===== src/rtl/cbd_pkg.sv =====
package cbd_pkg;

  localparam int CELL_W     = 16;
  localparam int IDX_W      = 4;
  localparam int VOLT_W     = 16;
  localparam int DIFF_W     = 8;
  localparam int CNT_W      = 8;
  localparam int APB_ADDR_W = 5;
  localparam int APB_DATA_W = 32;

  localparam logic [VOLT_W-1:0] ALL_ON_LEVEL  = 16'd3550;
  localparam logic [VOLT_W-1:0] ALL_OFF_LEVEL = 16'd3400;

  localparam logic [DIFF_W-1:0] RST_DIFF_HIGH_NORMAL = 8'd80;
  localparam logic [DIFF_W-1:0] RST_DIFF_LOW_NORMAL  = 8'd50;
  localparam logic [DIFF_W-1:0] RST_DIFF_HIGH_TIGHT  = 8'd50;
  localparam logic [DIFF_W-1:0] RST_DIFF_LOW_TIGHT   = 8'd30;
  localparam logic [VOLT_W-1:0] RST_LOWEST_GATE      = 16'd3400;
  localparam logic [CNT_W-1:0]  RST_COUNT_LIMIT      = 8'd10;
  localparam logic [VOLT_W-1:0] RST_CELL_THRESHOLD   = 16'd3475;
  localparam logic [VOLT_W-1:0] RST_TIGHT_LEVEL      = 16'd3480;

  typedef enum logic [2:0] {
    REG_DIFF_HIGH_NORMAL = 3'd0,
    REG_DIFF_LOW_NORMAL  = 3'd1,
    REG_DIFF_HIGH_TIGHT  = 3'd2,
    REG_DIFF_LOW_TIGHT   = 3'd3,
    REG_LOWEST_GATE      = 3'd4,
    REG_COUNT_LIMIT      = 3'd5,
    REG_CELL_THRESHOLD   = 3'd6,
    REG_TIGHT_LEVEL      = 3'd7
  } reg_idx_t;

  typedef enum logic {
    REQ_SAMPLE   = 1'b0,
    REQ_EVALUATE = 1'b1
  } req_t;

  typedef struct packed {
    logic [DIFF_W-1:0] diff_high_normal;
    logic [DIFF_W-1:0] diff_low_normal;
    logic [DIFF_W-1:0] diff_high_tight;
    logic [DIFF_W-1:0] diff_low_tight;
    logic [VOLT_W-1:0] lowest_gate;
    logic [CNT_W-1:0]  count_limit;
    logic [VOLT_W-1:0] cell_threshold;
    logic [VOLT_W-1:0] tight_level;
  } cfg_t;

  typedef struct packed {
    req_t              req_type;
    logic [IDX_W-1:0]  cell_index;
    logic [VOLT_W-1:0] cell_voltage;
    logic [VOLT_W-1:0] max_cell_voltage;
    logic [VOLT_W-1:0] min_cell_voltage;
    logic              comm_force_off;
    logic              comm_force_on;
    logic              hardware_fault;
    logic              balance_allowed;
    logic              cells_saturated;
  } item_t;

  typedef struct packed {
    logic              balance_enable;
    logic [CELL_W-1:0] cell_mask;
    logic              tight_mode;
  } result_t;

endpackage


===== src/rtl/cbd_ifs.sv =====
interface cbd_in_if;
  logic        valid;
  logic        ready;
  logic        req_type;
  logic [3:0]  cell_index;
  logic [15:0] cell_voltage;
  logic [15:0] max_cell_voltage;
  logic [15:0] min_cell_voltage;
  logic        comm_force_off;
  logic        comm_force_on;
  logic        hardware_fault;
  logic        balance_allowed;
  logic        cells_saturated;

  modport source (
    output valid, req_type, cell_index, cell_voltage, max_cell_voltage,
           min_cell_voltage, comm_force_off, comm_force_on, hardware_fault,
           balance_allowed, cells_saturated,
    input  ready
  );
  modport sink (
    input  valid, req_type, cell_index, cell_voltage, max_cell_voltage,
           min_cell_voltage, comm_force_off, comm_force_on, hardware_fault,
           balance_allowed, cells_saturated,
    output ready
  );
endinterface

interface cbd_out_if;
  logic        valid;
  logic        ready;
  logic        balance_enable;
  logic [15:0] cell_mask;
  logic        tight_mode;

  modport source (
    output valid, balance_enable, cell_mask, tight_mode,
    input  ready
  );
  modport sink (
    input  valid, balance_enable, cell_mask, tight_mode,
    output ready
  );
endinterface


===== src/rtl/cbd_regs.sv =====
module cbd_regs (
  input  logic                             clk,
  input  logic                             rst_n,
  input  logic                             psel,
  input  logic                             penable,
  input  logic                             pwrite,
  input  logic [cbd_pkg::APB_ADDR_W-1:0]   paddr,
  input  logic [cbd_pkg::APB_DATA_W-1:0]   pwdata,
  output logic [cbd_pkg::APB_DATA_W-1:0]   prdata,
  output cbd_pkg::cfg_t                    cfg
);
  import cbd_pkg::*;

  cfg_t     cfg_r;
  cfg_t     cfg_nxt;
  reg_idx_t idx;
  logic     wr_en;

  assign idx   = reg_idx_t'(paddr[APB_ADDR_W-1:2]);
  assign wr_en = psel & penable & pwrite;
  assign cfg   = cfg_r;

  always_comb begin
    cfg_nxt = cfg_r;
    if (wr_en) begin
      case (idx)
        REG_DIFF_HIGH_NORMAL: cfg_nxt.diff_high_normal = pwdata[DIFF_W-1:0];
        REG_DIFF_LOW_NORMAL:  cfg_nxt.diff_low_normal  = pwdata[DIFF_W-1:0];
        REG_DIFF_HIGH_TIGHT:  cfg_nxt.diff_high_tight  = pwdata[DIFF_W-1:0];
        REG_DIFF_LOW_TIGHT:   cfg_nxt.diff_low_tight   = pwdata[DIFF_W-1:0];
        REG_LOWEST_GATE:      cfg_nxt.lowest_gate      = pwdata[VOLT_W-1:0];
        REG_COUNT_LIMIT:      cfg_nxt.count_limit      = pwdata[CNT_W-1:0];
        REG_CELL_THRESHOLD:   cfg_nxt.cell_threshold   = pwdata[VOLT_W-1:0];
        REG_TIGHT_LEVEL:      cfg_nxt.tight_level      = pwdata[VOLT_W-1:0];
        default:              cfg_nxt = cfg_r;
      endcase
    end
  end

  always_comb begin
    case (idx)
      REG_DIFF_HIGH_NORMAL: prdata = APB_DATA_W'(cfg_r.diff_high_normal);
      REG_DIFF_LOW_NORMAL:  prdata = APB_DATA_W'(cfg_r.diff_low_normal);
      REG_DIFF_HIGH_TIGHT:  prdata = APB_DATA_W'(cfg_r.diff_high_tight);
      REG_DIFF_LOW_TIGHT:   prdata = APB_DATA_W'(cfg_r.diff_low_tight);
      REG_LOWEST_GATE:      prdata = APB_DATA_W'(cfg_r.lowest_gate);
      REG_COUNT_LIMIT:      prdata = APB_DATA_W'(cfg_r.count_limit);
      REG_CELL_THRESHOLD:   prdata = APB_DATA_W'(cfg_r.cell_threshold);
      REG_TIGHT_LEVEL:      prdata = APB_DATA_W'(cfg_r.tight_level);
      default:              prdata = '0;
    endcase
  end

  always_ff @(posedge clk) begin
    if (!rst_n) begin
      cfg_r.diff_high_normal <= RST_DIFF_HIGH_NORMAL;
      cfg_r.diff_low_normal  <= RST_DIFF_LOW_NORMAL;
      cfg_r.diff_high_tight  <= RST_DIFF_HIGH_TIGHT;
      cfg_r.diff_low_tight   <= RST_DIFF_LOW_TIGHT;
      cfg_r.lowest_gate      <= RST_LOWEST_GATE;
      cfg_r.count_limit      <= RST_COUNT_LIMIT;
      cfg_r.cell_threshold   <= RST_CELL_THRESHOLD;
      cfg_r.tight_level      <= RST_TIGHT_LEVEL;
    end else begin
      cfg_r <= cfg_nxt;
    end
  end

endmodule


===== src/rtl/cbd_core.sv =====
module cbd_core #(
  parameter int NUM_CELLS = 16
) (
  input  logic             clk,
  input  logic             rst_n,
  input  logic             fire,
  input  cbd_pkg::item_t   item,
  input  cbd_pkg::cfg_t    cfg,
  output cbd_pkg::result_t result
);
  import cbd_pkg::*;

  localparam logic [CELL_W-1:0] VALID_MASK =
    (NUM_CELLS >= CELL_W) ? {CELL_W{1'b1}} : CELL_W'((32'd1 << NUM_CELLS) - 32'd1);

  logic              enable_r, enable_nxt;
  logic              tight_r, tight_nxt;
  logic [CNT_W-1:0]  tight_cnt_r, tight_cnt_nxt;
  logic [CNT_W-1:0]  on_cnt_r, on_cnt_nxt;
  logic [CNT_W-1:0]  off_cnt_r, off_cnt_nxt;
  logic [CELL_W-1:0] above_r, above_nxt;
  logic [CELL_W-1:0] mask_r, mask_nxt;

  logic [DIFF_W-1:0]    hi, lo;
  logic signed [VOLT_W:0] spread;
  logic                 idx_ok;

  assign spread = $signed({1'b0, item.max_cell_voltage})
                - $signed({1'b0, item.min_cell_voltage});
  assign idx_ok = (32'(item.cell_index) < NUM_CELLS);

  always_comb begin
    enable_nxt    = enable_r;
    tight_nxt     = tight_r;
    tight_cnt_nxt = tight_cnt_r;
    on_cnt_nxt    = on_cnt_r;
    off_cnt_nxt   = off_cnt_r;
    above_nxt     = above_r;
    mask_nxt      = mask_r;
    hi            = cfg.diff_high_normal;
    lo            = cfg.diff_low_normal;

    if (item.req_type == REQ_SAMPLE) begin
      if (idx_ok) begin
        above_nxt[item.cell_index] = (item.cell_voltage > cfg.cell_threshold);
      end
    end else if (item.comm_force_off) begin
      enable_nxt = 1'b0;
    end else if (item.comm_force_on) begin
      enable_nxt = 1'b1;
    end else if (!item.balance_allowed) begin
      enable_nxt = 1'b0;
    end else begin
      if (item.hardware_fault) begin
        enable_nxt = 1'b0;
      end
      // tight-mode debounce
      if (item.min_cell_voltage > cfg.tight_level) begin
        tight_cnt_nxt = tight_cnt_r + 1'b1;
        if (tight_cnt_nxt >= cfg.count_limit) begin
          tight_nxt     = 1'b1;
          tight_cnt_nxt = '0;
        end
      end else begin
        tight_nxt     = 1'b0;
        tight_cnt_nxt = '0;
      end
      hi = tight_nxt ? cfg.diff_high_tight : cfg.diff_high_normal;
      lo = tight_nxt ? cfg.diff_low_tight  : cfg.diff_low_normal;
      // spread hysteresis
      if (spread >= $signed({{(VOLT_W-DIFF_W+1){1'b0}}, hi}) &&
          item.max_cell_voltage >= cfg.lowest_gate) begin
        enable_nxt = 1'b1;
      end
      if (enable_nxt && spread <= $signed({{(VOLT_W-DIFF_W+1){1'b0}}, lo})) begin
        enable_nxt = 1'b0;
      end
      // debounced overrides
      if (item.min_cell_voltage > ALL_ON_LEVEL) begin
        on_cnt_nxt = on_cnt_r + 1'b1;
        if (on_cnt_nxt > cfg.count_limit) begin
          enable_nxt = 1'b1;
          on_cnt_nxt = '0;
        end
      end else begin
        on_cnt_nxt = '0;
      end
      if (item.max_cell_voltage < ALL_OFF_LEVEL || item.cells_saturated) begin
        off_cnt_nxt = off_cnt_r + 1'b1;
        if (off_cnt_nxt > cfg.count_limit) begin
          enable_nxt  = 1'b0;
          off_cnt_nxt = '0;
        end
      end else begin
        off_cnt_nxt = '0;
      end
      mask_nxt = enable_nxt ? (above_r & VALID_MASK) : '0;
    end
  end

  assign result.balance_enable = enable_nxt;
  assign result.cell_mask      = mask_nxt;
  assign result.tight_mode     = tight_nxt;

  always_ff @(posedge clk) begin
    if (!rst_n) begin
      enable_r    <= 1'b0;
      tight_r     <= 1'b0;
      tight_cnt_r <= '0;
      on_cnt_r    <= '0;
      off_cnt_r   <= '0;
      above_r     <= '0;
      mask_r      <= '0;
    end else if (fire) begin
      enable_r    <= enable_nxt;
      tight_r     <= tight_nxt;
      tight_cnt_r <= tight_cnt_nxt;
      on_cnt_r    <= on_cnt_nxt;
      off_cnt_r   <= off_cnt_nxt;
      above_r     <= above_nxt;
      mask_r      <= mask_nxt;
    end
  end

endmodule


===== src/rtl/cell_balance_decision.sv =====
// Channel | Direction | Carries
// --------+-----------+------------------------------------------------------
// in_ch   | sink      | one request: cell sample or balancing evaluation
// out_ch  | source    | one result per request: enable, cell mask, tight mode
// APB     | slave     | eight threshold and debounce registers at 4*index
//
// Each request is held in the input register, then passes through the decision
// logic into the result register, which drives the output channel.
// A new request is taken every cycle while the result side keeps draining;
// with both registers full, input ready follows output ready in the same cycle.
// Reset (rst_n low, synchronous) clears all decision state and restores the
// register defaults. A stalled result holds and stalls the input register.
module cell_balance_decision #(
  parameter int NUM_CELLS = 16
) (
  input  logic                           clk,
  input  logic                           rst_n,
  cbd_in_if.sink                         in_ch,
  cbd_out_if.source                      out_ch,
  input  logic                           psel,
  input  logic                           penable,
  input  logic                           pwrite,
  input  logic [cbd_pkg::APB_ADDR_W-1:0] paddr,
  input  logic [cbd_pkg::APB_DATA_W-1:0] pwdata,
  output logic [cbd_pkg::APB_DATA_W-1:0] prdata,
  output logic                           pready
);
  import cbd_pkg::*;

  localparam logic [CELL_W-1:0] VALID_MASK =
    (NUM_CELLS >= CELL_W) ? {CELL_W{1'b1}} : CELL_W'((32'd1 << NUM_CELLS) - 32'd1);

  cfg_t    cfg;
  item_t   item_r, item_in;
  result_t res, res_r;
  logic    s1_valid_r;
  logic    out_valid_r;
  logic    advance;
  logic    fire;

  assign pready = 1'b1;

  cbd_regs u_regs (
    .clk     (clk),
    .rst_n   (rst_n),
    .psel    (psel),
    .penable (penable),
    .pwrite  (pwrite),
    .paddr   (paddr),
    .pwdata  (pwdata),
    .prdata  (prdata),
    .cfg     (cfg)
  );

  // Advance the result register whenever it is empty or being drained.
  assign advance     = !out_valid_r || out_ch.ready;
  assign fire        = s1_valid_r && advance;
  assign in_ch.ready = !s1_valid_r || advance;

  assign item_in.req_type         = req_t'(in_ch.req_type);
  assign item_in.cell_index       = in_ch.cell_index;
  assign item_in.cell_voltage     = in_ch.cell_voltage;
  assign item_in.max_cell_voltage = in_ch.max_cell_voltage;
  assign item_in.min_cell_voltage = in_ch.min_cell_voltage;
  assign item_in.comm_force_off   = in_ch.comm_force_off;
  assign item_in.comm_force_on    = in_ch.comm_force_on;
  assign item_in.hardware_fault   = in_ch.hardware_fault;
  assign item_in.balance_allowed  = in_ch.balance_allowed;
  assign item_in.cells_saturated  = in_ch.cells_saturated;

  // Decision state lives in the core and commits only when the result loads.
  cbd_core #(
    .NUM_CELLS (NUM_CELLS)
  ) u_core (
    .clk    (clk),
    .rst_n  (rst_n),
    .fire   (fire),
    .item   (item_r),
    .cfg    (cfg),
    .result (res)
  );

  always_ff @(posedge clk) begin
    if (!rst_n) begin
      s1_valid_r  <= 1'b0;
      out_valid_r <= 1'b0;
    end else begin
      if (in_ch.ready) begin
        s1_valid_r <= in_ch.valid;
      end
      if (advance) begin
        out_valid_r <= s1_valid_r;
      end
    end
  end

  // Payload registers: capture on transfer, hold otherwise.
  always_ff @(posedge clk) begin
    if (in_ch.ready && in_ch.valid) begin
      item_r <= item_in;
    end
    if (fire) begin
      res_r <= res;
    end
  end

  assign out_ch.valid          = out_valid_r;
  assign out_ch.balance_enable = res_r.balance_enable;
  assign out_ch.cell_mask      = res_r.cell_mask;
  assign out_ch.tight_mode     = res_r.tight_mode;

`ifndef NO_ASSERTIONS
  a_mask_in_range: assert property (@(posedge clk) disable iff (!rst_n)
    out_valid_r |-> ((res_r.cell_mask & ~VALID_MASK) == '0))
    else $error("cell mask has bits beyond the configured cell count");

  a_stage_holds: assert property (@(posedge clk) disable iff (!rst_n)
    (s1_valid_r && !advance) |=> (s1_valid_r && $stable(item_r)))
    else $error("input register lost a request while the result stalled");

  a_result_source: assert property (@(posedge clk) disable iff (!rst_n)
    $rose(out_valid_r) |-> $past(s1_valid_r))
    else $error("result appeared without a pending request");
`endif

endmodule

===== src/flat_wrapper.sv =====
// flat-port wrapper written by rule: the top's interface ports become plain ports
module cell_balance_decision_flat import cbd_pkg::*;
#(
  parameter int NUM_CELLS = 16
)
  (clk, rst_n, psel, penable, pwrite, paddr, pwdata, prdata, pready, in_ch_valid, in_ch_req_type, in_ch_cell_index, in_ch_cell_voltage, in_ch_max_cell_voltage, in_ch_min_cell_voltage, in_ch_comm_force_off, in_ch_comm_force_on, in_ch_hardware_fault, in_ch_balance_allowed, in_ch_cells_saturated, in_ch_ready, out_ch_valid, out_ch_balance_enable, out_ch_cell_mask, out_ch_tight_mode, out_ch_ready);
  cbd_in_if in_ch_i ();
  cbd_out_if out_ch_i ();
  input  logic clk;
  input  logic rst_n;
  input  logic psel;
  input  logic penable;
  input  logic pwrite;
  input  logic [cbd_pkg::APB_ADDR_W-1:0] paddr;
  input  logic [cbd_pkg::APB_DATA_W-1:0] pwdata;
  output logic [cbd_pkg::APB_DATA_W-1:0] prdata;
  output logic pready;
  input wire logic [$bits(in_ch_i.valid)-1:0] in_ch_valid;
  input wire logic [$bits(in_ch_i.req_type)-1:0] in_ch_req_type;
  input wire logic [$bits(in_ch_i.cell_index)-1:0] in_ch_cell_index;
  input wire logic [$bits(in_ch_i.cell_voltage)-1:0] in_ch_cell_voltage;
  input wire logic [$bits(in_ch_i.max_cell_voltage)-1:0] in_ch_max_cell_voltage;
  input wire logic [$bits(in_ch_i.min_cell_voltage)-1:0] in_ch_min_cell_voltage;
  input wire logic [$bits(in_ch_i.comm_force_off)-1:0] in_ch_comm_force_off;
  input wire logic [$bits(in_ch_i.comm_force_on)-1:0] in_ch_comm_force_on;
  input wire logic [$bits(in_ch_i.hardware_fault)-1:0] in_ch_hardware_fault;
  input wire logic [$bits(in_ch_i.balance_allowed)-1:0] in_ch_balance_allowed;
  input wire logic [$bits(in_ch_i.cells_saturated)-1:0] in_ch_cells_saturated;
  output wire logic [$bits(in_ch_i.ready)-1:0] in_ch_ready;
  output wire logic [$bits(out_ch_i.valid)-1:0] out_ch_valid;
  output wire logic [$bits(out_ch_i.balance_enable)-1:0] out_ch_balance_enable;
  output wire logic [$bits(out_ch_i.cell_mask)-1:0] out_ch_cell_mask;
  output wire logic [$bits(out_ch_i.tight_mode)-1:0] out_ch_tight_mode;
  input wire logic [$bits(out_ch_i.ready)-1:0] out_ch_ready;
  assign in_ch_i.valid = in_ch_valid;
  assign in_ch_i.req_type = in_ch_req_type;
  assign in_ch_i.cell_index = in_ch_cell_index;
  assign in_ch_i.cell_voltage = in_ch_cell_voltage;
  assign in_ch_i.max_cell_voltage = in_ch_max_cell_voltage;
  assign in_ch_i.min_cell_voltage = in_ch_min_cell_voltage;
  assign in_ch_i.comm_force_off = in_ch_comm_force_off;
  assign in_ch_i.comm_force_on = in_ch_comm_force_on;
  assign in_ch_i.hardware_fault = in_ch_hardware_fault;
  assign in_ch_i.balance_allowed = in_ch_balance_allowed;
  assign in_ch_i.cells_saturated = in_ch_cells_saturated;
  assign in_ch_ready = in_ch_i.ready;
  assign out_ch_valid = out_ch_i.valid;
  assign out_ch_balance_enable = out_ch_i.balance_enable;
  assign out_ch_cell_mask = out_ch_i.cell_mask;
  assign out_ch_tight_mode = out_ch_i.tight_mode;
  assign out_ch_i.ready = out_ch_ready;
  cell_balance_decision #(.NUM_CELLS(NUM_CELLS)) u_core (.clk(clk), .rst_n(rst_n), .in_ch(in_ch_i), .out_ch(out_ch_i), .psel(psel), .penable(penable), .pwrite(pwrite), .paddr(paddr), .pwdata(pwdata), .prdata(prdata), .pready(pready));
endmodule

===== config.mk =====
export PLATFORM = sky130hd
export DESIGN_NAME = cell_balance_decision_flat
export DESIGN_NICKNAME = d
export VERILOG_FILES = /design/src/rtl/cbd_pkg.sv /design/src/rtl/cbd_ifs.sv /design/src/rtl/cbd_regs.sv /design/src/rtl/cbd_core.sv /design/src/rtl/cell_balance_decision.sv /design/src/flat_wrapper.sv
export SDC_FILE = /design/constraint.sdc
export NUM_CORES = 1
export LEC_CHECK = 0
export ABC_AREA = 1
export BUFFER_PORTS_ARGS = -buffer_cell sky130_fd_sc_hd__buf_4
export CAP_MARGIN = 15
export CELL_PAD_IN_SITES_DETAIL_PLACEMENT = 1
export CELL_PAD_IN_SITES_GLOBAL_PLACEMENT = 2
export CORE_ASPECT_RATIO = 1.75
export CORE_MARGIN = 2
export CORE_UTILIZATION = 30
export CTS_CLUSTER_SIZE = 30
export DETAILED_ROUTE_END_ITERATION = 10
export PLACE_DENSITY = 0.81
export SETUP_SLACK_MARGIN = 0.02
export SKIP_CTS_REPAIR_TIMING = 1
export SLEW_MARGIN = 30
export SYNTH_ARGS = -nofsm -noshare
export SYNTH_HDL_FRONTEND = slang
export SYNTH_SLANG_ARGS = --single-unit

===== constraint.sdc =====
create_clock -name clk -period 10.98 [get_ports clk]
set_input_delay 2.196 -clock clk [delete_from_list [all_inputs] [get_ports clk]]
set_output_delay 2.196 -clock clk [all_outputs]
set_load 0.1 [all_outputs]

==> flow_metrics.env, run 1 <==
export IMPL_run_status="complete, no violations"
export IMPL_number_of_nets_with_antenna_violations_after_detailed_routing=0
export IMPL_intPower_mw=1.490
export IMPL_fmax_ghz=0.1579
export IMPL_pwr_share_seq=0.429
export IMPL_reg2regPathDepth=29
export IMPL_synth_top_area_cell="sky130_fd_sc_hd__dfxtp_1"
export IMPL_total_leakage_power_nw=6.489
export IMPL_routed_wl_mm=39.63
export IMPL_syn_inst=1525
export IMPL_asyncSetResetFlopFracSynth=0
export IMPL_floorplan_die_width_um=156.4
export IMPL_finalHoldViolations=0
export IMPL_die_h_um=270.6
export IMPL_post_syn_area_per_cell_um2=7.991
export IMPL_final_common_cell="sky130_fd_sc_hd__nand2_1"
export IMPL_cp_arrival_ps=4140
export IMPL_area_growth_synth_to_final_pct=17.52
export IMPL_grt_pass1_wl_mm=61.53
export IMPL_critPathMaxFanout=17
export IMPL_drt_vias_per_instance=5.013
export IMPL_worst_clock_skew_ps=16.95
export IMPL_floorplan_die_area_um2=42310
export IMPL_fp_coreArea_um2=40050
export IMPL_power_density_nw_per_um2=146.3
export IMPL_cts_clk_slew_worst_paths_ps=60
export IMPL_netlist_area_um2=12190
export IMPL_yosys_most_used_dff="sky130_fd_sc_hd__dfxtp_1"
export IMPL_non_filler_cell_area_final_um2=14320
export IMPL_endpoint_kind="output port"
export IMPL_worstReg2RegStart="u_core.u_core.tight_cnt_r[0]$_SDFFE_PN0P_"
export IMPL_vias=10750
export IMPL_antennaDiodeCount=0
export IMPL_grt_start_max_net_pins=87
export IMPL_slew_violations=0
export IMPL_number_of_buffers_created_by_cts=24
export IMPL_clock_tree_from_tritoncts="done"
export IMPL_place_port_buffers=119
export IMPL_yosys_warnings=0
export IMPL_setup_tns_ps=0
export IMPL_ctsRootBufferMaster="sky130_fd_sc_hd__clkbuf_16"
export IMPL_drive_above_1_share=0.1164
export IMPL_drt_first_pass_iters=4
export IMPL_worst_slack_ps=4648
export IMPL_grt_overflow_total=0
export IMPL_hp_start="u_core.u_core.off_cnt_r[6]$_SDFFE_PN0P_"
export IMPL_placedInstanceArea_um2=13500
export IMPL_power_frac_comb=0.160
export IMPL_synth_area_top_cells="sky130_fd_sc_hd__dfxtp_1 24%, sky130_fd_sc_hd__edfxtp_1 19%, sky130_fd_sc_hd__ha_1 11%"
export IMPL_commonest_cells_after_routing_fill_and_taps_aside="281 x sky130_fd_sc_hd__nand2_1, 206 x sky130_fd_sc_hd__inv_1, 169 x sky130_fd_sc_hd__a21oi_1"
export IMPL_grt_antenna_before_repair=0
export IMPL_row_count=97
export IMPL_worst_r2r_setup_slack_ps=5860
export IMPL_drt_iter0_drc=391
export IMPL_htree_num_levels=1
export IMPL_place_worst_setup_slack_ps=4637
export IMPL_cap_violations=0
export IMPL_regToRegEndpoint="u_core.out_ch.cell_mask[14]$_DFFE_PP_"
export IMPL_min_period_over_period=0.5767
export IMPL_layoutNonFillerInstCount=2144
export IMPL_post_route_drc_count=0
export IMPL_rsz0062_at_grt="no"
export IMPL_endpoint="prdata[7]"
export IMPL_clock_latency_ps=550
export IMPL_first_global_vias=11360
export IMPL_place_detailed_hpwl_mm=30.66
export IMPL_cts_max_path_buffers=3
export IMPL_io_pin_count=155
export IMPL_fin_nets=1842
export IMPL_clkPwrFrac=0.410
export IMPL_grt_total_usage=0.1868
export IMPL_vdd_ir_drop_worst_uv=94.14
export IMPL_min_path_type="reg -> reg"
export IMPL_detail_route_wl_per_cell_um=18.48
export IMPL_fill_cells=4831
export IMPL_dp_cells=2101
export IMPL_timing_slew_headroom=0.4160
export IMPL_timing_critical_path_from="paddr[4]"
export IMPL_initial_utilization=0.3043
export IMPL_postSynthRegisterBits=224
export IMPL_power_switching_fraction=0.2888
export IMPL_gp_congestion=0.9068
export IMPL_proportion_of_synthesized_chip_area_in_sequential_cells=0.4304
export IMPL_max_slew_worst_pin_slew_ps=876.0
export IMPL_criticalPathCategory="in -> out"
export IMPL_timing_final_setup_violations=0
export IMPL_timing_final_crit_period_ps=6332
export IMPL_cp_start_kind="input pin"
export IMPL_yosysUniqueCellTypes=45
export IMPL_power_switching_mw=0.6052
export IMPL_number_of_enable_type_register_cells_in_the_synthesized_netlist=76
export IMPL_tritoncts_num_sinks=224
export IMPL_worst_endpoint_required_ps=8780
export IMPL_post_synth_top_area_fraction=0.2431
-- final cells by class --
type,instances,area (µm²),share of cell area
Clock inverter,9,125.1,0.008737
Tap cell,495,619.3,0.04325
Timing Repair Buffer,123,923.4,0.06448
Multi-Input combinational cell,1040,5892,0.4114
Clock buffer,34,694.4,0.04849
Sequential cell,224,5245,0.3662
Inverter,219,822.0,0.05740
-- power groups by stage --
stage | clock [mW] | combinational, mW | sequential (mW)
after detailed placement | 0 | 0.339 | 0.917
after floorplan | 0 | 0.212 | 0.934
after global placement | 0 | 0.330 | 0.917
after global routing | 0.911 | 0.369 | 0.902
final | 0.860 | 0.336 | 0.899
after CTS | 0.884 | 0.341 | 0.900
-- sequential cells by signal (all words and copies together) (netlist names) --
name / cells
u_core.u_core.mask_r: 16
u_core.u_core.off_cnt_r: 8
u_core.u_core.tight_cnt_r: 8
u_core.u_core.above_r: 16
u_core.u_regs.cfg: 88
u_core.u_core.tight_r: 1
u_core.s1_valid_r: 1
u_core.item_r: 58
u_core.u_core.on_cnt_r: 8
u_core.u_core.enable_r: 1
u_core.out_ch.cell_mask: 16
u_core.out_ch.balance_enable: 1
u_core.out_ch.tight_mode: 1
u_core.out_ch.valid: 1
-- worst min path at each step --
stage | to | cells past startpoint
after CTS | u_core.u_core.mask_r[10]$_SDFFE_PN0P_ | 2
after floorplan | u_core.u_regs.cfg[64]$_SDFFE_PN0P_ | 2
after global routing | u_core.u_core.mask_r[10]$_SDFFE_PN0P_ | 2
after global placement | u_core.u_core.mask_r[12]$_SDFFE_PN0P_ | 2
final | u_core.u_core.off_cnt_r[6]$_SDFFE_PN0P_ | 2
after detailed placement | u_core.u_core.mask_r[10]$_SDFFE_PN0P_ | 2
-- per-stage QoR --
step           utilization  total power [mW]  hold slack, ps
2_1_floorplan            -             1.146           444.6
3_3_place_gp        0.3369             1.247           452.7
3_5_place_dp        0.3371             1.257           465.5
4_1_cts             0.3576             2.125           474.8
5_1_grt             0.3576             2.181           508.6
6_report            0.3576             2.096           468.8
-- logic make-up after synthesis --
logic type | Yosys count | synth area share
AO/OA/AOI/OAI | 360 | 0.1635
XOR/XNOR | 22 | 0.01581
adder cells (fa/ha/maj) | 108 | 0.1115
buffers and inverters | 276 | 0.09189
flip-flops | 224 | 0.4304
other | 2 | 0.0006162
AND/OR/NAND/NOR | 533 | 0.1863
-- worst max-delay path, cell delays in order --
cell and delay (ps):
sky130_fd_sc_hd__buf_4 140, sky130_fd_sc_hd__inv_1 150, sky130_fd_sc_hd__nor2_1 100, sky130_fd_sc_hd__inv_2 260
sky130_fd_sc_hd__o22ai_1 120, sky130_fd_sc_hd__a221oi_1 600, sky130_fd_sc_hd__o211ai_1 250, sky130_fd_sc_hd__buf_4 310
-- synth_stat cells, drive strengths merged (22+ instances only) --
| master | n |
|---|---|
| a21oi | 170 |
| ha | 107 |
| nor2 | 129 |
| clkbuf | 33 |
| nand3 | 65 |
| buf | 24 |
| inv | 217 |
| edfxtp | 76 |
| nand4 | 22 |
| o21ai | 126 |
| nand2 | 287 |
| dfxtp | 148 |
-- per-layer routing --
metal  up-vias  global-route usage  routed length [µm]
li1       5301                   -                   -
met1      5181              0.1884               14530
met2       183              0.3700               21960
met3        82             0.01858                1050
met4         0             0.09295                2089
met5         -                   0                   0
No activity file was read; power rests on OpenSTA's default activity.
==> run 2, diff against run 1 <==
- ABC_AREA: 1 -> 0
- clock period: 10.98 -> 5.49 ns (I/O delays scaled with it)
==> flow_metrics.env, run 2 <==
export IMPL_grt_overflow_total=0
export IMPL_grt_start_max_net_pins=61
export IMPL_worst_r2r_setup_slack_ps=320
export IMPL_syn_inst=1320
export IMPL_power_density_nw_per_um2=293.4
export IMPL_power_frac_comb=0.139
export IMPL_yosys_cell_count_top_type="sky130_fd_sc_hd__nand2_1"
export IMPL_placedInstanceArea_um2=13520
export IMPL_drt_first_pass_iters=5
export IMPL_timing_final_setup_violations=0
export IMPL_number_of_buffers_created_by_cts=24
export IMPL_yosys_most_used_dff="sky130_fd_sc_hd__dfxtp_1"
export IMPL_slew_violations=0
export IMPL_tritoncts_num_sinks=224
export IMPL_min_path_type="reg -> reg"
export IMPL_worst_endpoint_required_ps=5800
export IMPL_cap_violations=0
export IMPL_synth_top_area_cell="sky130_fd_sc_hd__dfxtp_1"
export IMPL_fmax_ghz=0.1933
export IMPL_min_period_over_period=0.9423
export IMPL_detail_route_wl_per_cell_um=20.21
export IMPL_initial_utilization=0.3032
export IMPL_fill_cells=4581
export IMPL_gp_congestion=0.8567
export IMPL_drt_iter0_drc=476
export IMPL_reg2regPathDepth=22
export IMPL_final_common_cell="sky130_fd_sc_hd__nand2_1"
export IMPL_worst_clock_skew_ps=31.29
export IMPL_endpoint_kind="register"
export IMPL_max_slew_worst_pin_slew_ps=863.7
export IMPL_drt_vias_per_instance=5.212
export IMPL_cp_arrival_ps=5480
export IMPL_intPower_mw=3.083
export IMPL_post_synth_top_area_fraction=0.2455
export IMPL_number_of_nets_with_antenna_violations_after_detailed_routing=0
export IMPL_area_growth_synth_to_final_pct=19.83
export IMPL_endpoint="u_core.out_ch.cell_mask[6]$_DFFE_PP_"
export IMPL_number_of_enable_type_register_cells_in_the_synthesized_netlist=76
export IMPL_grt_total_usage=0.1862
export IMPL_synth_area_top_cells="sky130_fd_sc_hd__dfxtp_1 25%, sky130_fd_sc_hd__edfxtp_1 19%, sky130_fd_sc_hd__ha_1 11%"
export IMPL_critPathMaxFanout=20
export IMPL_row_count=97
export IMPL_setup_tns_ps=0
export IMPL_timing_critical_path_from="u_core.u_core.tight_cnt_r[1]$_SDFFE_PN0P_"
export IMPL_worst_slack_ps=316.6
export IMPL_criticalPathCategory="reg -> reg"
export IMPL_finalHoldViolations=0
export IMPL_netlist_top_cells_count="181 x sky130_fd_sc_hd__nand2_1, 148 x sky130_fd_sc_hd__dfxtp_1, 113 x sky130_fd_sc_hd__a21oi_1, 107 x sky130_fd_sc_hd__ha_1, 94 x sky130_fd_sc_hd__nor2_1"
export IMPL_regToRegEndpoint="u_core.out_ch.cell_mask[6]$_DFFE_PP_"
export IMPL_ctsRootBufferMaster="sky130_fd_sc_hd__clkbuf_16"
export IMPL_routed_wl_mm=39.32
export IMPL_floorplan_die_width_um=155.6
export IMPL_grt_antenna_before_repair=1
export IMPL_non_filler_cell_area_final_um2=14460
export IMPL_proportion_of_synthesized_chip_area_in_sequential_cells=0.4346
export IMPL_htree_num_levels=1
export IMPL_asyncSetResetFlopFracSynth=0
export IMPL_floorplan_die_area_um2=41910
export IMPL_rsz0062_at_grt="no"
export IMPL_timing_slew_headroom=0.4210
export IMPL_io_pin_count=155
export IMPL_place_port_buffers=119
export IMPL_yosys_warnings=0
export IMPL_cts_clk_slew_worst_paths_ps=70
export IMPL_place_detailed_hpwl_mm=30.32
export IMPL_drive_above_1_share=0.1470
export IMPL_worstReg2RegStart="u_core.u_core.tight_cnt_r[1]$_SDFFE_PN0P_"
export IMPL_place_worst_setup_slack_ps=221.4
export IMPL_yosysUniqueCellTypes=65
export IMPL_post_syn_area_per_cell_um2=9.143
export IMPL_holdWs_ps=459.3
export IMPL_hp_start="u_core.u_regs.cfg[14]$_SDFFE_PN0P_"
export IMPL_power_switching_mw=1.161
export IMPL_report_power_total_mw=4.243
export IMPL_clock_latency_ps=570
export IMPL_total_leakage_power_nw=5.926
export IMPL_commonest_cells_after_routing_fill_and_taps_aside="181 x sky130_fd_sc_hd__nand2_1, 148 x sky130_fd_sc_hd__dfxtp_1, 145 x sky130_fd_sc_hd__buf_4"
export IMPL_timing_final_crit_period_ps=5173
export IMPL_postSynthRegisterBits=224
export IMPL_pwr_share_seq=0.421
export IMPL_first_global_vias=10830
export IMPL_vdd_ir_drop_worst_uv=211.9
export IMPL_power_switching_fraction=0.2736
export IMPL_netlist_area_um2=12070
export IMPL_vias=10140
export IMPL_grt_pass1_wl_mm=60.29
export IMPL_clkPwrFrac=0.440
export IMPL_fp_coreArea_um2=39810
export IMPL_clock_tree_from_tritoncts="done"
export IMPL_cts_max_path_buffers=3
export IMPL_run_status="complete, no violations"
export IMPL_post_route_drc_count=0
export IMPL_die_h_um=269.3
export IMPL_cp_start_kind="register"
export IMPL_max_ffs_per_register=88
export IMPL_fin_nets=1642
-- run 2: worst min-delay path by stage --
stage / endpoint / slack, ps / depth (start not counted)
5_1_grt: u_core.u_regs.cfg[15]$_SDFFE_PN0P_ / 480 / 2
6_report: u_core.u_regs.cfg[14]$_SDFFE_PN0P_ / 460 / 2
3_3_place_gp: u_core.u_regs.cfg[41]$_SDFFE_PN0P_ / 440 / 2
2_1_floorplan: u_core.u_regs.cfg[12]$_SDFFE_PN0P_ / 440 / 2
3_5_place_dp: u_core.u_regs.cfg[9]$_SDFFE_PN0P_ / 450 / 2
4_1_cts: u_core.u_regs.cfg[41]$_SDFFE_PN0P_ / 460 / 2
-- run 2: critical path, stage by stage, from the launching register on --
cell and delay [ps]:
sky130_fd_sc_hd__dfxtp_1 370, sky130_fd_sc_hd__ha_1 190, sky130_fd_sc_hd__and3_1 210, sky130_fd_sc_hd__nand3_1 130, sky130_fd_sc_hd__xnor2_2 160, sky130_fd_sc_hd__ha_1 270, sky130_fd_sc_hd__or2_2 270, sky130_fd_sc_hd__a21oi_1 140
sky130_fd_sc_hd__a21oi_1 100, sky130_fd_sc_hd__o21a_1 240, sky130_fd_sc_hd__buf_12 160, sky130_fd_sc_hd__buf_4 160, sky130_fd_sc_hd__mux2i_1 180, sky130_fd_sc_hd__ha_1 270, sky130_fd_sc_hd__and3_1 200, sky130_fd_sc_hd__a211oi_1 210
sky130_fd_sc_hd__nand3_1 160, sky130_fd_sc_hd__a221o_1 430, sky130_fd_sc_hd__a2111oi_4 300, sky130_fd_sc_hd__a311o_2 290, sky130_fd_sc_hd__nor3_4 110, sky130_fd_sc_hd__buf_8 180, sky130_fd_sc_hd__a22o_1 210
-- run 2: cells by family (layout without fill, tap and decap cells) --
family          count (synthesis)  after routing  synth area share
fa+ha+maj                     108            108            0.1126
flops                         224            224            0.4346
simple gates                  402            402            0.1480
mux                            49             49           0.04095
compound gates                339            339            0.1819
xor+xnor                       32             32           0.02322
other cells                     2             18         0.0006223
buf+inv                       164            278           0.05805
-- run 2: layer usage --
layer / track usage / part of all wire / up-vias / wire (µm)
met3: 0.02202 / 0.032 / 95 / 1244
met4: 0.1125 / 0.064 / 0 / 2499
met2: 0.3591 / 0.54 / 198 / 21280
met5: 0 / 0 / - / 0
li1: - / - / 4893 / -
met1: 0.1860 / 0.36 / 4951 / 14300
-- run 2: area by class of cell --
cell class	count	area, µm²	share of cell area
timing repair buffer	147	1124	0.07769
tap	495	619.3	0.04282
clock inverter	14	250.2	0.01730
inverter	88	331.6	0.02293
clock buffer	29	660.6	0.04568
multi-input combinational	947	6230	0.4307
sequential	224	5245	0.3627
antenna	1	2.502	0.0001730
-- run 2: power by group through the flow --
stage | Clock, mW | Sequential [mW] | Combinational (mW)
final | 1.87 | 1.79 | 0.591
after global routing | 1.97 | 1.79 | 0.637
after CTS | 1.92 | 1.79 | 0.595
after detailed placement | 0 | 1.82 | 0.593
after global placement | 0 | 1.82 | 0.579
after floorplan | 0 | 1.84 | 0.379
-- run 2: stage by stage --
stage,instances,util
after CTS,1944,0.3626
after global routing,1945,0.3633
after global placement,1900,0.3392
final,1945,0.3633
after floorplan,1335,-
after detailed placement,1901,0.3397
==> run 3, diff against run 2 <==
- PLACE_DENSITY: 0.81 -> 0.78
- SYNTH_HIERARCHICAL: unset -> 1
- clock period: 5.49 -> 6.7 ns (I/O delays scaled with it)
==> flow_metrics.env, run 3 <==
export IMPL_htree_num_levels=1
export IMPL_detail_route_wl_per_cell_um=19.53
export IMPL_pwr_share_seq=0.438
export IMPL_dp_cells=2042
export IMPL_post_synth_top_area_fraction=0.2235
export IMPL_yosys_most_used_dff="sky130_fd_sc_hd__dfxtp_1"
export IMPL_timing_critical_path_from="u_core/u_core/tight_cnt_r[0]$_SDFFE_PN0P_"
export IMPL_cp_arrival_ps=5990
export IMPL_final_common_cell="sky130_fd_sc_hd__nand2_1"
export IMPL_post_route_drc_count=0
export IMPL_max_ffs_per_register=88
export IMPL_number_of_buffers_created_by_cts=24
export IMPL_grt_pass1_wl_mm=63.11
export IMPL_floorplan_die_width_um=162.9
export IMPL_post_syn_area_per_cell_um2=9.281
export IMPL_grt_start_max_net_pins=81
export IMPL_first_global_vias=11530
export IMPL_criticalPathCategory="reg -> reg"
export IMPL_cap_violations=0
export IMPL_die_h_um=282.1
export IMPL_power_frac_comb=0.162
export IMPL_drt_iter0_drc=442
export IMPL_cts_max_path_buffers=3
export IMPL_power_density_nw_per_um2=219.8
export IMPL_commonest_cells_after_routing_fill_and_taps_aside="201 x sky130_fd_sc_hd__nand2_1, 148 x sky130_fd_sc_hd__dfxtp_1, 132 x sky130_fd_sc_hd__buf_4"
export IMPL_min_period_over_period=0.8522
export IMPL_non_filler_cell_area_final_um2=15220
export IMPL_antennaDiodeCount=0
export IMPL_tritoncts_num_sinks=224
export IMPL_fill_cells=5066
export IMPL_fp_coreArea_um2=43470
export IMPL_floorplan_die_area_um2=45940
export IMPL_clkPwrFrac=0.400
export IMPL_clock_tree_from_tritoncts="done"
export IMPL_timing_final_crit_period_ps=5709
export IMPL_rsz0062_at_grt="no"
export IMPL_clock_latency_ps=550
export IMPL_layoutNonFillerInstCount=2085
export IMPL_power_switching_fraction=0.2955
export IMPL_netlist_top_cells_count="201 x sky130_fd_sc_hd__nand2_1, 148 x sky130_fd_sc_hd__dfxtp_1, 111 x sky130_fd_sc_hd__inv_1, 107 x sky130_fd_sc_hd__ha_1, 94 x sky130_fd_sc_hd__nand3_1"
export IMPL_number_of_nets_with_antenna_violations_after_detailed_routing=0
export IMPL_area_growth_synth_to_final_pct=14.81
export IMPL_drt_vias_per_instance=5.130
export IMPL_syn_inst=1428
export IMPL_cp_start_kind="register"
export IMPL_timing_final_setup_violations=0
export IMPL_max_slew_worst_pin_slew_ps=935.0
export IMPL_intPower_mw=2.357
export IMPL_drive_above_1_share=0.1652
export IMPL_ctsRootBufferMaster="sky130_fd_sc_hd__clkbuf_16"
export IMPL_run_status="complete, no violations"
export IMPL_yosys_cell_count_top_type="sky130_fd_sc_hd__nand2_1"
export IMPL_hp_start="u_core/u_core/tight_cnt_r[1]$_SDFFE_PN0P_"
export IMPL_proportion_of_synthesized_chip_area_in_sequential_cells=0.3957
export IMPL_worst_clock_skew_ps=24.37
export IMPL_vias=10700
export IMPL_yosys_warnings=6
export IMPL_finalHoldViolations=0
export IMPL_place_detailed_hpwl_mm=30.73
export IMPL_critPathMaxFanout=32
export IMPL_fmax_ghz=0.1751
export IMPL_row_count=101
export IMPL_worstReg2RegStart="u_core/u_core/tight_cnt_r[0]$_SDFFE_PN0P_"
export IMPL_min_path_type="reg -> reg"
export IMPL_grt_antenna_before_repair=0
export IMPL_slew_violations=0
export IMPL_yosysUniqueCellTypes=87
export IMPL_asyncSetResetFlopFracSynth=0
export IMPL_layout_core_utilization=0.3500
export IMPL_setup_tns_ps=0
export IMPL_total_leakage_power_nw=6.274
export IMPL_synth_top_area_cell="sky130_fd_sc_hd__dfxtp_1"
export IMPL_worst_endpoint_required_ps=6980
export IMPL_grt_total_usage=0.1758
export IMPL_io_pin_count=155
export IMPL_number_of_enable_type_register_cells_in_the_synthesized_netlist=76
export IMPL_fin_nets=1712
export IMPL_endpoint_kind="register"
export IMPL_place_port_buffers=119
export IMPL_placedInstanceArea_um2=14450
export IMPL_synth_area_top_cells="sky130_fd_sc_hd__dfxtp_1 22%, sky130_fd_sc_hd__edfxtp_1 17%, sky130_fd_sc_hd__ha_1 10%"
export IMPL_netlist_area_um2=13250
export IMPL_grt_overflow_total=0
export IMPL_timing_slew_headroom=0.3767
export IMPL_routed_wl_mm=40.72
export IMPL_drt_first_pass_iters=4
export IMPL_vdd_ir_drop_worst_uv=140.4
export IMPL_power_switching_mw=0.9885
export IMPL_initial_utilization=0.3049
export IMPL_gp_congestion=0.8575
export IMPL_postSynthRegisterBits=224
export IMPL_cts_clk_slew_worst_paths_ps=70
run 3: changes by cell type after synthesis, sizes merged, moves of 16 or more:
| cell | before | now |
|---|---|---|
| o31ai | 2 | 41 |
| a21boi | 1 | 49 |
| a21oi | 116 | 46 |
| nand3 | 38 | 94 |
| a32o | 16 | 0 |
| inv | 87 | 111 |
| nor2b | 11 | 33 |
| nor2 | 94 | 58 |
| nand2 | 181 | 201 |
| buf | 26 | 51 |
run 3: worst max-delay path: stages (launching register included):
cell and delay [ps]:
sky130_fd_sc_hd__dfxtp_1 350, sky130_fd_sc_hd__ha_1 330, sky130_fd_sc_hd__ha_1 280, sky130_fd_sc_hd__a21o_1 160, sky130_fd_sc_hd__a21o_1 170, sky130_fd_sc_hd__a211o_1 290, sky130_fd_sc_hd__a21oi_1 160, sky130_fd_sc_hd__o21ai_1 130
sky130_fd_sc_hd__o22ai_2 720, sky130_fd_sc_hd__buf_4 320, sky130_fd_sc_hd__mux2i_1 220, sky130_fd_sc_hd__ha_1 280, sky130_fd_sc_hd__a22o_1 230, sky130_fd_sc_hd__nor4_1 180, sky130_fd_sc_hd__o221ai_1 320, sky130_fd_sc_hd__a211oi_2 290
sky130_fd_sc_hd__nand4_2 170, sky130_fd_sc_hd__o31ai_4 240, sky130_fd_sc_hd__buf_4 480, sky130_fd_sc_hd__o31ai_2 100
run 3: layout make-up:
cell class	count	area [µm²]	area share
Inverter	112	420.4	0.02763
Timing Repair Buffer	132	991.0	0.06512
Sequential cell	224	5245	0.3447
Clock inverter	14	137.6	0.009045
Clock buffer	29	629.4	0.04136
Multi-Input combinational cell	1008	7086	0.4656
Tap cell	566	708.2	0.04654
run 3: routing by layer:
layer / part of all wire / track usage
met1: 0.37 / 0.1805
met2: 0.56 / 0.3571
met3: 0.030 / 0.01628
met4: 0.037 / 0.06943
met5: 0 / 0
run 3: logic make-up (layout without fill, tap and decap cells):
| group | count (synthesis) | count (layout) | share of synthesized area |
|---|---|---|---|
| and+or+nand+nor | 481 | 481 | 0.1791 |
| AOI/OAI and AO/OA | 316 | 316 | 0.1815 |
| DFF | 224 | 224 | 0.3957 |
| buffers and inverters | 211 | 287 | 0.07628 |
| adders and majority gates | 108 | 108 | 0.1025 |
| muxes | 61 | 61 | 0.04777 |
| xor gates and xnor gates | 25 | 25 | 0.01652 |
| other | 2 | 17 | 0.0005666 |
run 3: final timing paths:
| check | slack (ps) | cells after the start | to |
|---|---|---|---|
| hold / removal | 470 | 2 | u_core/u_core/tight_cnt_r[1]$_SDFFE_PN0P_ |
| setup / recovery | 990 | 19 | u_core/out_ch.cell_mask[3]$_DFFE_PP_ |
| setup reg to reg | 990 | 19 | u_core/out_ch.cell_mask[3]$_DFFE_PP_ |
| hold reg to reg | 470 | 2 | u_core/u_core/tight_cnt_r[1]$_SDFFE_PN0P_ |
run 3: through the flow:
stage | worst slack (ps) | hold WS [ps] | total power [mW]
after global routing | 567.3 | 487.9 | 3.487
after floorplan | 1910 | 443.9 | 1.870
after detailed placement | 925.8 | 462.3 | 2.041
after CTS | 892.8 | 471.3 | 3.405
final | 990.6 | 473.2 | 3.345
after global placement | 951.2 | 453.5 | 2.028
run 3: power by group through the flow:
stage          registers, mW  clock network [mW]  logic [mW]
3_5_place_dp            1.49                   0       0.546
5_1_grt                 1.47                1.44       0.585
4_1_cts                 1.46                1.39       0.548
3_3_place_gp            1.49                   0       0.534
2_1_floorplan           1.51                   0       0.363
6_report                1.46                1.34       0.543
